**config.mk**
```make
export PLATFORM = sky130hd
export DESIGN_NAME = dbpa_seg_match
export DESIGN_NICKNAME = d
export VERILOG_FILES = /design/src/rtl/core/dbpa_pkg.sv /design/src/rtl/core/dbpa_seg_match.sv
export SDC_FILE = /design/constraint.sdc
export NUM_CORES = 1
export LEC_CHECK = 0
export ABC_CLOCK_PERIOD_IN_PS = 5500
export BUFFER_PORTS_ARGS = -buffer_cell sky130_fd_sc_hd__buf_2
export CORE_AREA = 2 2 103 105
export DETAILED_ROUTE_END_ITERATION = 6
export DIE_AREA = 0 0 105 107
export PLACE_DENSITY = 0.73
export SYNTH_ARGS = -nofsm -noshare
export SYNTH_HDL_FRONTEND = slang
export SYNTH_SLANG_ARGS = --single-unit
```
**constraint.sdc**
```tcl
create_clock -name vclk -period 5.5
set_input_delay 1.375 -clock vclk [all_inputs]
set_output_delay 1.375 -clock vclk [all_outputs]
set_load 0.05 [all_outputs]
```
**src/rtl/core/dbpa_pkg.sv**
```systemverilog
package dbpa_pkg;

    // defaults for the top level parameters
    localparam int NUM_SEGMENTS_DEF = 4;
    localparam int SEG_PAGES_DEF    = 1024;
    localparam int PFN_BITS_DEF     = 24;

    // fixed register file and field widths
    localparam int REG_SEGS      = 4;
    localparam int SIDX_W        = 2;
    localparam int CSEG_W        = 3;
    localparam int CFG_IDX_W     = 3;
    localparam int CFG_W         = 24;
    localparam int PAGE_W        = 24;
    localparam int SEGP_W        = 11;
    localparam int WORD_W        = 32;
    localparam int PAGES_REG_MAX = 2047;

    localparam logic [31:0] ENTRY_KEEP  = 32'hff;
    localparam int          ENTRY_SHIFT = 8;

    // register index bit 0 selects page count over start frame
    localparam logic CFG_SEL_PAGES = 1'b1;

    localparam logic [2:0] OP_LOAD_KERNEL = 3'd0;
    localparam logic [2:0] OP_LOAD_BOOT   = 3'd1;
    localparam logic [2:0] OP_MARK        = 3'd2;
    localparam logic [2:0] OP_QUERY       = 3'd3;
    localparam logic [2:0] OP_ALLOC       = 3'd4;
    localparam logic [2:0] OP_RELOC       = 3'd5;

    localparam logic [1:0] ST_OK        = 2'd0;
    localparam logic [1:0] ST_MARK_FAIL = 2'd1;
    localparam logic [1:0] ST_NO_FREE   = 2'd2;

    typedef struct packed {
        logic [2:0]  op;
        logic [6:0]  word_address;
        logic [31:0] word_data;
        logic [23:0] page_number;
        logic [31:0] old_entry;
    } t_item;

    typedef struct packed {
        logic [1:0]  status;
        logic        kernel_free;
        logic        boot_free;
        logic [23:0] result_page;
        logic        moved;
        logic [31:0] new_entry;
    } t_result;

    // one segment as the range compare unit sees it
    typedef struct packed {
        logic              nz;
        logic [PAGE_W-1:0] start;
        logic [PAGE_W:0]   stop;
    } t_seg;

    typedef enum logic [3:0] {
        S_IDLE,
        S_LOAD,
        S_FIND,
        S_PREAD,
        S_PEVAL,
        S_SCAN,
        S_OVL,
        S_WREAD,
        S_WEVAL,
        S_SFIND,
        S_SREAD,
        S_SEVAL
    } t_state;

endpackage

```
**src/rtl/core/dbpa_seg_match.sv**
```systemverilog
module dbpa_seg_match #(
    parameter int SEG_PAGES = dbpa_pkg::SEG_PAGES_DEF,
    localparam int LEN_MAX = (SEG_PAGES < dbpa_pkg::PAGES_REG_MAX) ? SEG_PAGES
                                                                  : dbpa_pkg::PAGES_REG_MAX,
    localparam int OFF_W = $clog2(LEN_MAX)
) (
    input  dbpa_pkg::t_seg [dbpa_pkg::REG_SEGS-1:0] i_segs,
    input  logic [dbpa_pkg::SIDX_W-1:0]             i_idx,
    input  logic [dbpa_pkg::PAGE_W-1:0]             i_lo,
    input  logic [dbpa_pkg::PAGE_W-1:0]             i_hi,
    output logic                                    o_hit,
    output logic [OFF_W-1:0]                        o_off
);

    dbpa_pkg::t_seg sel;

    // range [lo, hi] touches the selected segment; lo == hi is a point lookup
    always_comb begin
        sel   = i_segs[i_idx];
        o_hit = sel.nz && ({1'b0, i_lo} < sel.stop) && (i_hi >= sel.start);
        o_off = OFF_W'(i_lo - sel.start);
    end

endmodule

```
Word-level counts from Yosys, hierarchy flattened
Cells that the tools add are included.
W data, S select, Z words.
{"block": "classes", "add_sub_neg": 1, "magnitude_cmp": 3, "mux": 2, "n_reduce_logical": 2}
{"operator": "$bmux W50 S2", "n": 1}
{"operator": "$mux W50", "n": 1}
{"operator": "$lt A24 B25 Y1", "n": 1}
{"operator": "$ge A24 B24 Y1", "n": 1}
{"operator": "$sub A10 B10 Y10", "n": 1}
{"operator": "$lt A2 B3 Y1 const B", "n": 1}
{"operator": "$logic_and A1 B1 Y1", "n": 2}
{"block": "word_totals", "regBits": 0, "in_bits": 250, "output_inout_bits": 11, "elab_cells": 8}

Logic depth before layout (Yosys ltp)
{"block": "logic_depth", "ltp_word": 5, "depth_mapped": 12, "ltp_nobuf": 9}

Worst setup path before layout
OpenSTA, ideal clock, no wires.
{"block": "synth_path", "kind": "input to output", "start": "input i_idx[0] in the netlist's numbering", "end": "output o_off[8]", "arrival_time_ns": 4.580, "t_required_ns": 4.125, "slack_ns": -0.455, "stages": 12, "path_buffers": 3, "path_cell_list": "buf_6 > buf_4 > buf_2 > mux4_2 > ha_1 > fa_1 > nor2b_1 > o21ai_0 > a21boi_0 > o21a_1 > o41a_1 > xor2_1"}
{"block": "synth_between", "elab_chain_cells": 3}
{"item": "from (decl)", "line": "dbpa_seg_match.sv:8", "source": "input logic [dbpa_pkg::SIDX_W-1:0] i_idx,"}
{"item": "$bmux W50 S2", "line": "dbpa_seg_match.sv:19", "source": "sel = i_segs[i_idx];"}
{"item": "$mux W50 (implied by the code)", "line": "dbpa_seg_match.sv:19"}
{"item": "$sub A10 B10 Y10", "line": "dbpa_seg_match.sv:21", "source": "o_off = OFF_W'(i_lo - sel.start);"}
{"item": "to (decl)", "line": "dbpa_seg_match.sv:12", "source": "output logic [OFF_W-1:0] o_off"}
No other way between the ends. The select of a mux whose other input is x is not followed.

Final worst setup path
Ends and elaborated chain as after synthesis.

==> key figures <==
Floorplanning
  – Die Height: 107 um
  – Starting Density: 0.268
  – I/O pin cnt: 261
  – Core area: 0.0101 mm^2
  – Die area: 0.0112 mm^2
  – Cell row count: 37
  – Die W: 105 um

Finish
  – # fillers: 1048
  – FFs & Latches: 0
  – Commonest non-fill, non-tap cell in the layout: buf_2
  – Fin area: 0.00427 mm^2
  – FF+latch area: 0 um^2
  – Clkbuf count: 0
  – Commonest cells after routing, fill and taps aside: buf_2 (257), ha_1 (56), inv_1 (52)
  – Fin util: 0.423
  – Nets: 845
  – Share of cells above drive strength 1: 0.604
  – Synth-to-Final Area Change: 57.5%
  – Ant diodes: 0
  – Final cell count without fillers: between 600 and 700

Hold path
  – Hold depth: 4
  – Hold Startpoint: i_lo[9]
  – Hold path endpoint: o_off[9]
  – Type of the tightest min-delay check: primary input to primary output

Drt
  – Final wirelength: around 11000 um
  – Final ANT Viol Nets: 0
  – Vias: 3276
  – Initial drt markers: 140
  – Drt first pass iters: 4
  – Via-per-instance ratio: approximately 5
  – DR WL/cell: ~17 um
  – Residual DRC count: 0

Outcome
  – Run status: completed

Timing
  – Fin Setup TNS: 0 ns
  – Period utilization: 0.964
  – Unrepaired setup endpoints after global routing: no
  – Worst Tran Pin Value: 0.322 ns
  – Tmin final: 5.30 ns
  – Final Hold Fails: 0
  – Final setup viols: 0
  – Max_slew headroom: 0.783
  – Max Freq: 0.189 GHz
  – Fin Hold WS: 3.29 ns
  – Slew Limit Fails: 0
  – Final setup margin: 0.200 ns

Placed design
  – Worst slack at placement: -0.00841 ns
  – Port Buffer Count: between 200 and 300
  – HPWL Detailed: 10300 um
  – DP Area: roughly 0.0042 mm^2
  – Gpl congestion: 0.857
  – DP Cell Count: roughly 670

Pwr
  – P_leak: 2.34 nW
  – Final Power: 492 uW
  – Pwr dens: approximately 120 mW/mm^2
  – Peak supply drop: 0.0000816 V

Critical path
  – Arrival time at the worst endpoint: between 3 and 4 ns
  – Startpoint Class: primary input
  – Crit end category: primary output
  – Worst EP required: 4.12 ns
  – Setup Crit Path Kind: primary input to primary output
  – CP max FO: 6

Yosys
  – Netlist cell types: 35
  – YS warnings: 0
  – Syn Nets: ~590
  – Share of the synthesized area in the top cell type: 0.407
  – Synth area leaders: mux4_2 (41%), ha_1 (26%), inv_1 (7.2%), a21oi_1 (4.2%), o21ai_0 (2.2%)
  – Seq/Total Area, Yosys: 0
  – Cells after Synth: about 280
  – Average size of a mapped cell: between 9 and 10 um^2
  – Cell type with the largest total area after synthesis: mux4_2
  – Cell area after synthesis: 0.00271 mm^2

Global route
  – Antenna violations before repair: 1
  – Largest net degree at the start of global routing: 25
  – Overflow after GRT: 0
  – GRT Total Usage: 0.191
  – Vias in the first global route: 3560
  – First-pass GRT wire length: approximately 17000 um

Flow run
  – Max-Cap Viols: 0

Clocking
  – Cts hold-fix bufs: 0
[repair_timing]
| item | in CTS | in global routing |
|---|---|---|
| cloned | 0 | 0 |
| resized for setup | 1 | 7 |
| setup buffers | 0 | 0 |
| pin swaps | 0 | 1 |
| hold endpoints to repair | 0 | 0 |
| setup endpoints to repair | 1 | 4 |
[worst max path at each step]
stage,from,to,depth (start not counted)
after floorplan,i_idx[0],o_off[8],12
after global placement,i_idx[0],o_off[8],11
after detailed placement,i_idx[0],o_off[8],11
after CTS,i_idx[0],o_off[8],11
after global routing,i_idx[0],o_hit,11
final,i_idx[0],o_off[8],11
[logic make-up after synthesis]
group / Yosys count / synth area share
AND/OR/NAND/NOR: 46 / 0.0771
multiplexers: 50 / 0.417
AO/OA/AOI/OAI: 54 / 0.120
XOR/XNOR: 8 / 0.0259
adder cells (fa/ha/maj): 57 / 0.266
buffers and inverters: 63 / 0.0938
[area by class of cell]
| cell class | count | area (um^2) | area share |
|---|---|---|---|
| repair buffers | 269 | 1390 | 0.326 |
| well taps | 136 | 170 | 0.0399 |
| multi-input cells | 215 | 2510 | 0.588 |
| inverters | 52 | 195 | 0.0458 |
[power breakdown]
group          total, mW  switching [mW]  internal (mW)
clock                  0               0              0
sequential             0               0              0
combinational      0.492           0.262          0.230
total              0.492           0.262          0.230
[synthesized netlist by cell type, drive strengths merged]
library cell   n
a21oi         23
xnor2          5
and3           1
a221oi         1
fa             1
o21a           2
nand2         15
o21bai         1
mux4          50
a211oi         1
inv           52
nor4           1
nor2b          4
a211o          1
a21o           4
nor3           2
ha            56
a311oi         1
a22oi          1
o21ai         12
a21boi         2
xor2           3
nand3          5
nor2          13
clkbuf         1
o211ai         2
o41a           1
a31oi          1
buf           10
o311ai         1
nand4          5
[worst max-delay path: stages]
cell      delay (ns)
buf_4           0.19
mux4_2          0.55
ha_1            0.23
fa_1            0.41
nor2b_1         0.12
o21ai_0         0.11
a21boi_1        0.22
o21a_1          0.17
o41a_1          0.17
xor2_2          0.15
buf_4           0.22
[routing by layer]
metal	track usage	vias to the layer above	routed length, um
met5	0	-	0
met4	0.0219	0	138
met3	0.0267	15	784
met2	0.367	150	5870
met1	0.232	1523	4460
li1	-	1588	-
(Power assumes the default switching activity.)
