`src/rtl/core/dbpa_pkg.sv`:
```
package dbpa_pkg;

    // defaults for the top level parameters
    localparam int NUM_SEGMENTS_DEF = 4;
    localparam int SEG_PAGES_DEF    = 1024;
    localparam int PFN_BITS_DEF     = 24;

    // fixed register file and field widths
    localparam int REG_SEGS      = 4;
    localparam int SIDX_W        = 2;
    localparam int CSEG_W        = 3;
    localparam int CFG_IDX_W     = 3;
    localparam int CFG_W         = 24;
    localparam int PAGE_W        = 24;
    localparam int SEGP_W        = 11;
    localparam int WORD_W        = 32;
    localparam int PAGES_REG_MAX = 2047;

    localparam logic [31:0] ENTRY_KEEP  = 32'hff;
    localparam int          ENTRY_SHIFT = 8;

    // register index bit 0 selects page count over start frame
    localparam logic CFG_SEL_PAGES = 1'b1;

    localparam logic [2:0] OP_LOAD_KERNEL = 3'd0;
    localparam logic [2:0] OP_LOAD_BOOT   = 3'd1;
    localparam logic [2:0] OP_MARK        = 3'd2;
    localparam logic [2:0] OP_QUERY       = 3'd3;
    localparam logic [2:0] OP_ALLOC       = 3'd4;
    localparam logic [2:0] OP_RELOC       = 3'd5;

    localparam logic [1:0] ST_OK        = 2'd0;
    localparam logic [1:0] ST_MARK_FAIL = 2'd1;
    localparam logic [1:0] ST_NO_FREE   = 2'd2;

    typedef struct packed {
        logic [2:0]  op;
        logic [6:0]  word_address;
        logic [31:0] word_data;
        logic [23:0] page_number;
        logic [31:0] old_entry;
    } t_item;

    typedef struct packed {
        logic [1:0]  status;
        logic        kernel_free;
        logic        boot_free;
        logic [23:0] result_page;
        logic        moved;
        logic [31:0] new_entry;
    } t_result;

    // one segment as the range compare unit sees it
    typedef struct packed {
        logic              nz;
        logic [PAGE_W-1:0] start;
        logic [PAGE_W:0]   stop;
    } t_seg;

    typedef enum logic [3:0] {
        S_IDLE,
        S_LOAD,
        S_FIND,
        S_PREAD,
        S_PEVAL,
        S_SCAN,
        S_OVL,
        S_WREAD,
        S_WEVAL,
        S_SFIND,
        S_SREAD,
        S_SEVAL
    } t_state;

endpackage

```
`src/rtl/core/dbpa_ram.sv`:
```
module dbpa_ram #(
    parameter int WIDTH = dbpa_pkg::WORD_W,
    parameter int DEPTH = 128,
    localparam int AW = (DEPTH > 1) ? $clog2(DEPTH) : 1
) (
    input  logic             i_clk,
    input  logic             i_we,
    input  logic [AW-1:0]    i_waddr,
    input  logic [WIDTH-1:0] i_wdata,
    input  logic [AW-1:0]    i_raddr,
    output logic [WIDTH-1:0] o_rdata
);

    logic [WIDTH-1:0] r_mem [DEPTH];
    logic [WIDTH-1:0] r_rdata;

    always_ff @(posedge i_clk) begin
        if (i_we) begin
            r_mem[i_waddr] <= i_wdata;
        end
        r_rdata <= r_mem[i_raddr];
    end

    assign o_rdata = r_rdata;

endmodule

```
`config.mk`:
```
export PLATFORM = sky130hd
export DESIGN_NAME = dbpa_ram
export DESIGN_NICKNAME = d
export VERILOG_FILES = /design/src/rtl/core/dbpa_pkg.sv /design/src/rtl/core/dbpa_ram.sv
export SDC_FILE = /design/constraint.sdc
export NUM_CORES = 2
export LEC_CHECK = 0
export ABC_CLOCK_PERIOD_IN_PS = 7300
export BUFFER_PORTS_ARGS = -buffer_cell sky130_fd_sc_hd__buf_4
export CORE_ASPECT_RATIO = 0.9
export CORE_MARGIN = 1.5
export CORE_UTILIZATION = 39
export CTS_CLUSTER_DIAMETER = 150
export CTS_CLUSTER_SIZE = 12
export DETAILED_ROUTE_END_ITERATION = 8
export GPL_TIMING_DRIVEN = 1
export HOLD_SLACK_MARGIN = 0.08
export PLACE_DENSITY_LB_ADDON = 0.2
export RECOVER_POWER = 100
export SYNTH_ARGS = -nofsm -noshare
export SYNTH_HDL_FRONTEND = slang
export SYNTH_SLANG_ARGS = --single-unit
```
`constraint.sdc`:
```
create_clock -name i_clk -period 7.3 [get_ports i_clk]
set_input_delay 1.46 -clock i_clk [delete_from_list [all_inputs] [get_ports i_clk]]
set_output_delay 1.46 -clock i_clk [all_outputs]
set_load 0.01 [all_outputs]
```
# After elaboration in Yosys (flattened, before gate mapping)
# Memories as Yosys holds them, arrays and structs flattened. A register that Yosys moved wholly into a read port is not among the register bits.
# Cells that the tools add are included.
[word_totals]
reg_bits = 0
ram_bits = 4096
inputBits = 48
out_inout_bits = 32
elab_cells = 3
memories = 1
[mem_list]
columns = ["name", "depth", "width", "read_ports", "rd_ports_with_merged_regs", "wr", "line_no", "rtl"]
rows = [
  ["r_mem", 128, 32, 1, 1, 1, "dbpa_ram.sv:14", "logic [WIDTH-1:0] r_mem [DEPTH];"],
]
[op_classes]
mux = 2
[op_table]
columns = ["op", "n"]
rows = [
  ["2-to-1 mux 1 bit", 2],
]

# Logic depth before layout (Yosys ltp)
[depth]
depth_word = 2
ltp_mapped = 8
depth_no_buf = 4

# Worst setup path after synthesis
# Ideal clock, no wire load.
[synth_timing]
kind = "input-to-reg"
start = "in i_we"
end = "mem r_mem[98][0] (netlist name) (enable)"
setup_ns = 0.461
arrival_ns = 4.238
required_time_ns = 6.839
slack_ns = 2.601
path_stages = 3
n_path_buf = 1
path_cell_list = "clkbuf_1 > nand4_1 > nor3_1"
[synth_via]
elab_chain_len = 2
[synth_lines]
columns = ["item", "line_no", "rtl"]
rows = [
  ["start: declaration", "dbpa_ram.sv:7", "input logic i_we,"],
  ["2-to-1 mux 1 bit", "dbpa_ram.sv:18", "if (i_we) begin"],
  ["2-to-1 mux 1 bit (not written as such)", "dbpa_ram.sv:19", "r_mem[i_waddr] <= i_wdata;"],
  ["end: declaration", "dbpa_ram.sv:14", ""],
]
# No other way between the ends.

# Worst setup path after layout
[layout_timing]
start = "in i_waddr[3]"
end = "mem r_mem[111][22] (netlist name) (enable)"
[layout_lines]
columns = ["item", "line_no", "rtl"]
rows = [
  ["start: declaration", "dbpa_ram.sv:8", "input logic [AW-1:0] i_waddr,"],
]
# No word-level cell before the write port.

==> metrics <==
maximum clock skew at final layout=0.04321 ns; Overall Global Routing Usage=0.2055; critical-path maximum fanout=18; final HPWL from detailed placement=239.1 mm; number of synthesized flops with an enable pin=4096; Power Internal=36.72 mW; run status=finished, violations left; combinational share of power=0.054; most frequently used flop master after synthesis=sky130_fd_sc_hd__edfxtp_1; Worst Hold Class=in2reg; kind of start point of the critical path=input port; # fillers=33056; pin count of the biggest net entering global routing=105; Resize count post-CTS=0; via count of the first global-routing pass=70236; max_cap viols=125; layout cells sized above 1=0.3129; clock tree sinks=4128; final worst path period need=5.831 ns; clk buf depth=4; pin slew with the least headroom to its limit=3.687 ns; hold_buf cts=0; floorplan die area=404500 sq um; most common library cell in the layout ignoring fill and taps=sky130_fd_sc_hd__edfxtp_1; Cells on Worst Hold Path=3; distinct cell type count of the synthesized netlist=17; proportion of synthesized chip area in sequential cells=0.7912; layout-stage area growth over the synthesis result=11.99%; Sequential Power Share=0.562; reported net switching power=10.10 mW; cell total after placement=11326; arrival time worst endpoint=6.42 ns; R2R cell count=4; critical path class=in2reg; headroom to the max-slew limit=-1.458; Period Utilization, post-route=0.7987; power per cell area=267.5 nW/um^2; initial antenna violation count=63; Core Area=398900 sq um; most frequent cells in the layout=sky130_fd_sc_hd__edfxtp_1 (4096), sky130_fd_sc_hd__mux4_2 (1344), sky130_fd_sc_hd__clkbuf_16 (388); initial core utilization=0.3918; drc violations=0; Die H=603.5 um; Chip Width=670.3 um; number of instances in the synthesized netlist=5990; area used by multi-input combinational logic=31910 sq um; Synth Cell Area=156300 sq um; Crit. End Element=flop; failing checks=capacitance limit, slew limit; Switching Fraction=0.2157; CTS buffer count=382; Max Fclk=171.5 MHz; TritonCTS clock tree=yes; Total Neg Setup Slack=0 ns; GPL Wtd Cong=0.7876; worst hold margin=1.124 ns; Synthesized Nets=6038; port buffer count=79; average size of a mapped cell=26.09 sq um; number of vias per cell after detailed routing=5.861; Clock power frac=0.385; overflow left after global routing=0; post-detailed-route count of antenna-violating nets=0; share of async-settable or async-resettable flops after synthesis=0; final instance count without filler cells=11844; flop and latch count out of synthesis=4128; Final Hold Viols=0; post-layout net count=6430; Max VDD drop=0.2042 mV; final setup violation count=0; clock edge transition at the registers on the reported setup and hold paths=0.06 ns; Ys Warns=0; FP Rows=220; Skew-Pair Late Insertion Delay=0.97 ns; global-route wire length before repair=579.1 mm; Root Buffer=sky130_fd_sc_hd__clkbuf_16; average detailed-routed wire length per instance=35.40 um; I/O pin total=80; Final Max Slew Viols=4210; routed wire length=419.3 mm; H-tree lvl count=5; Storage cell area=123600 sq um; total number of vias=69413; unrepaired setup endpoints after global routing=no; Lkg Pwr=52.15 nW; total power=46.82 mW; initial detailed-routing violation count=8593; Crit path required time=7.89 ns; Post-CTS Repair Setup Buffers=0; router iterations before antenna repair=6
==> final cells by class <==
class | count | share of cell area
tap | 5328 | 0.03809
antenna | 31 | 0.0004432
multi-input combinational | 1546 | 0.1823
clock buffer | 464 | 0.05711
timing repair buffer | 324 | 0.01304
sequential | 4128 | 0.7065
clock inverter | 23 | 0.002559
==> final timing paths <==
check,from,end,slack [ns]
setup / recovery,i_waddr[3],r_mem[111][22],1.47
hold / removal,i_waddr[1],r_mem[86][7],1.12
setup reg to reg,r_mem[37][0],o_rdata[0],4.54
hold reg to reg,r_mem[94][25],o_rdata[25],1.14
==> layer usage <==
metal	track usage	vias to the layer above	routed length [um]
li1	-	27005	-
met1	0.3055	39218	182400
met2	0.3230	2656	199000
met3	0.02773	526	27910
met4	0.05155	8	9993
met5	0	-	43
==> metrics by stage <==
stage	utilization	setup slack [ns]	area [sq um]
2_1_floorplan	-	2.601	156300
3_3_place_gp	0.4150	1.947	165500
3_5_place_dp	0.4150	1.935	165500
4_1_cts	0.4411	2.967	176000
5_1_grt	0.4387	1.439	175000
6_report	0.4388	1.469	175000
==> power by group through the flow <==
stage               Clock (mW)  Combinational, mW  Sequential [mW]
finish                    18.0               2.52             26.3
global route              19.2               2.63             26.3
floorplan                    0               1.26             26.7
detailed placement           0               2.58             26.8
CTS                       18.4               2.58             26.3
global placement             0               2.55             26.8
==> flip-flops by register name, summed over array words and instances (netlist names) <==
name	count
o_rdata	32
r_mem	4096
==> worst max-delay path, cell delays in order <==
cell	delay (ns)
sky130_fd_sc_hd__clkbuf_1	0.45
sky130_fd_sc_hd__nor2b_1	0.81
sky130_fd_sc_hd__nand3_1	0.78
sky130_fd_sc_hd__nor2_1	2.24
sky130_fd_sc_hd__buf_4	0.65
==> cells in the mapped netlist, types with 3 or more instances <==
cell,n,area [sq um]
sky130_fd_sc_hd__clkbuf_1,182,683.2
sky130_fd_sc_hd__edfxtp_1,4096,123000
sky130_fd_sc_hd__mux2_2,32,360.4
sky130_fd_sc_hd__buf_1,50,187.7
sky130_fd_sc_hd__nand3_1,12,60.06
sky130_fd_sc_hd__buf_4,3,22.52
sky130_fd_sc_hd__nor2b_1,7,43.79
sky130_fd_sc_hd__nand2_1,14,52.55
sky130_fd_sc_hd__nand4_1,3,18.77
sky130_fd_sc_hd__nor2_1,122,457.9
sky130_fd_sc_hd__dfxtp_1,32,640.6
sky130_fd_sc_hd__nor3_1,9,45.04
sky130_fd_sc_hd__mux4_2,1344,30270
sky130_fd_sc_hd__buf_2,79,395.4
==> kinds of logic after synthesis <==
kind of cell,Yosys count,synth area share
and+or+nand+nor,170,0.004460
DFF,4128,0.7912
muxes,1376,0.1960
buffers and inverters,316,0.008391
No activity file was read; power rests on OpenSTA's default activity.
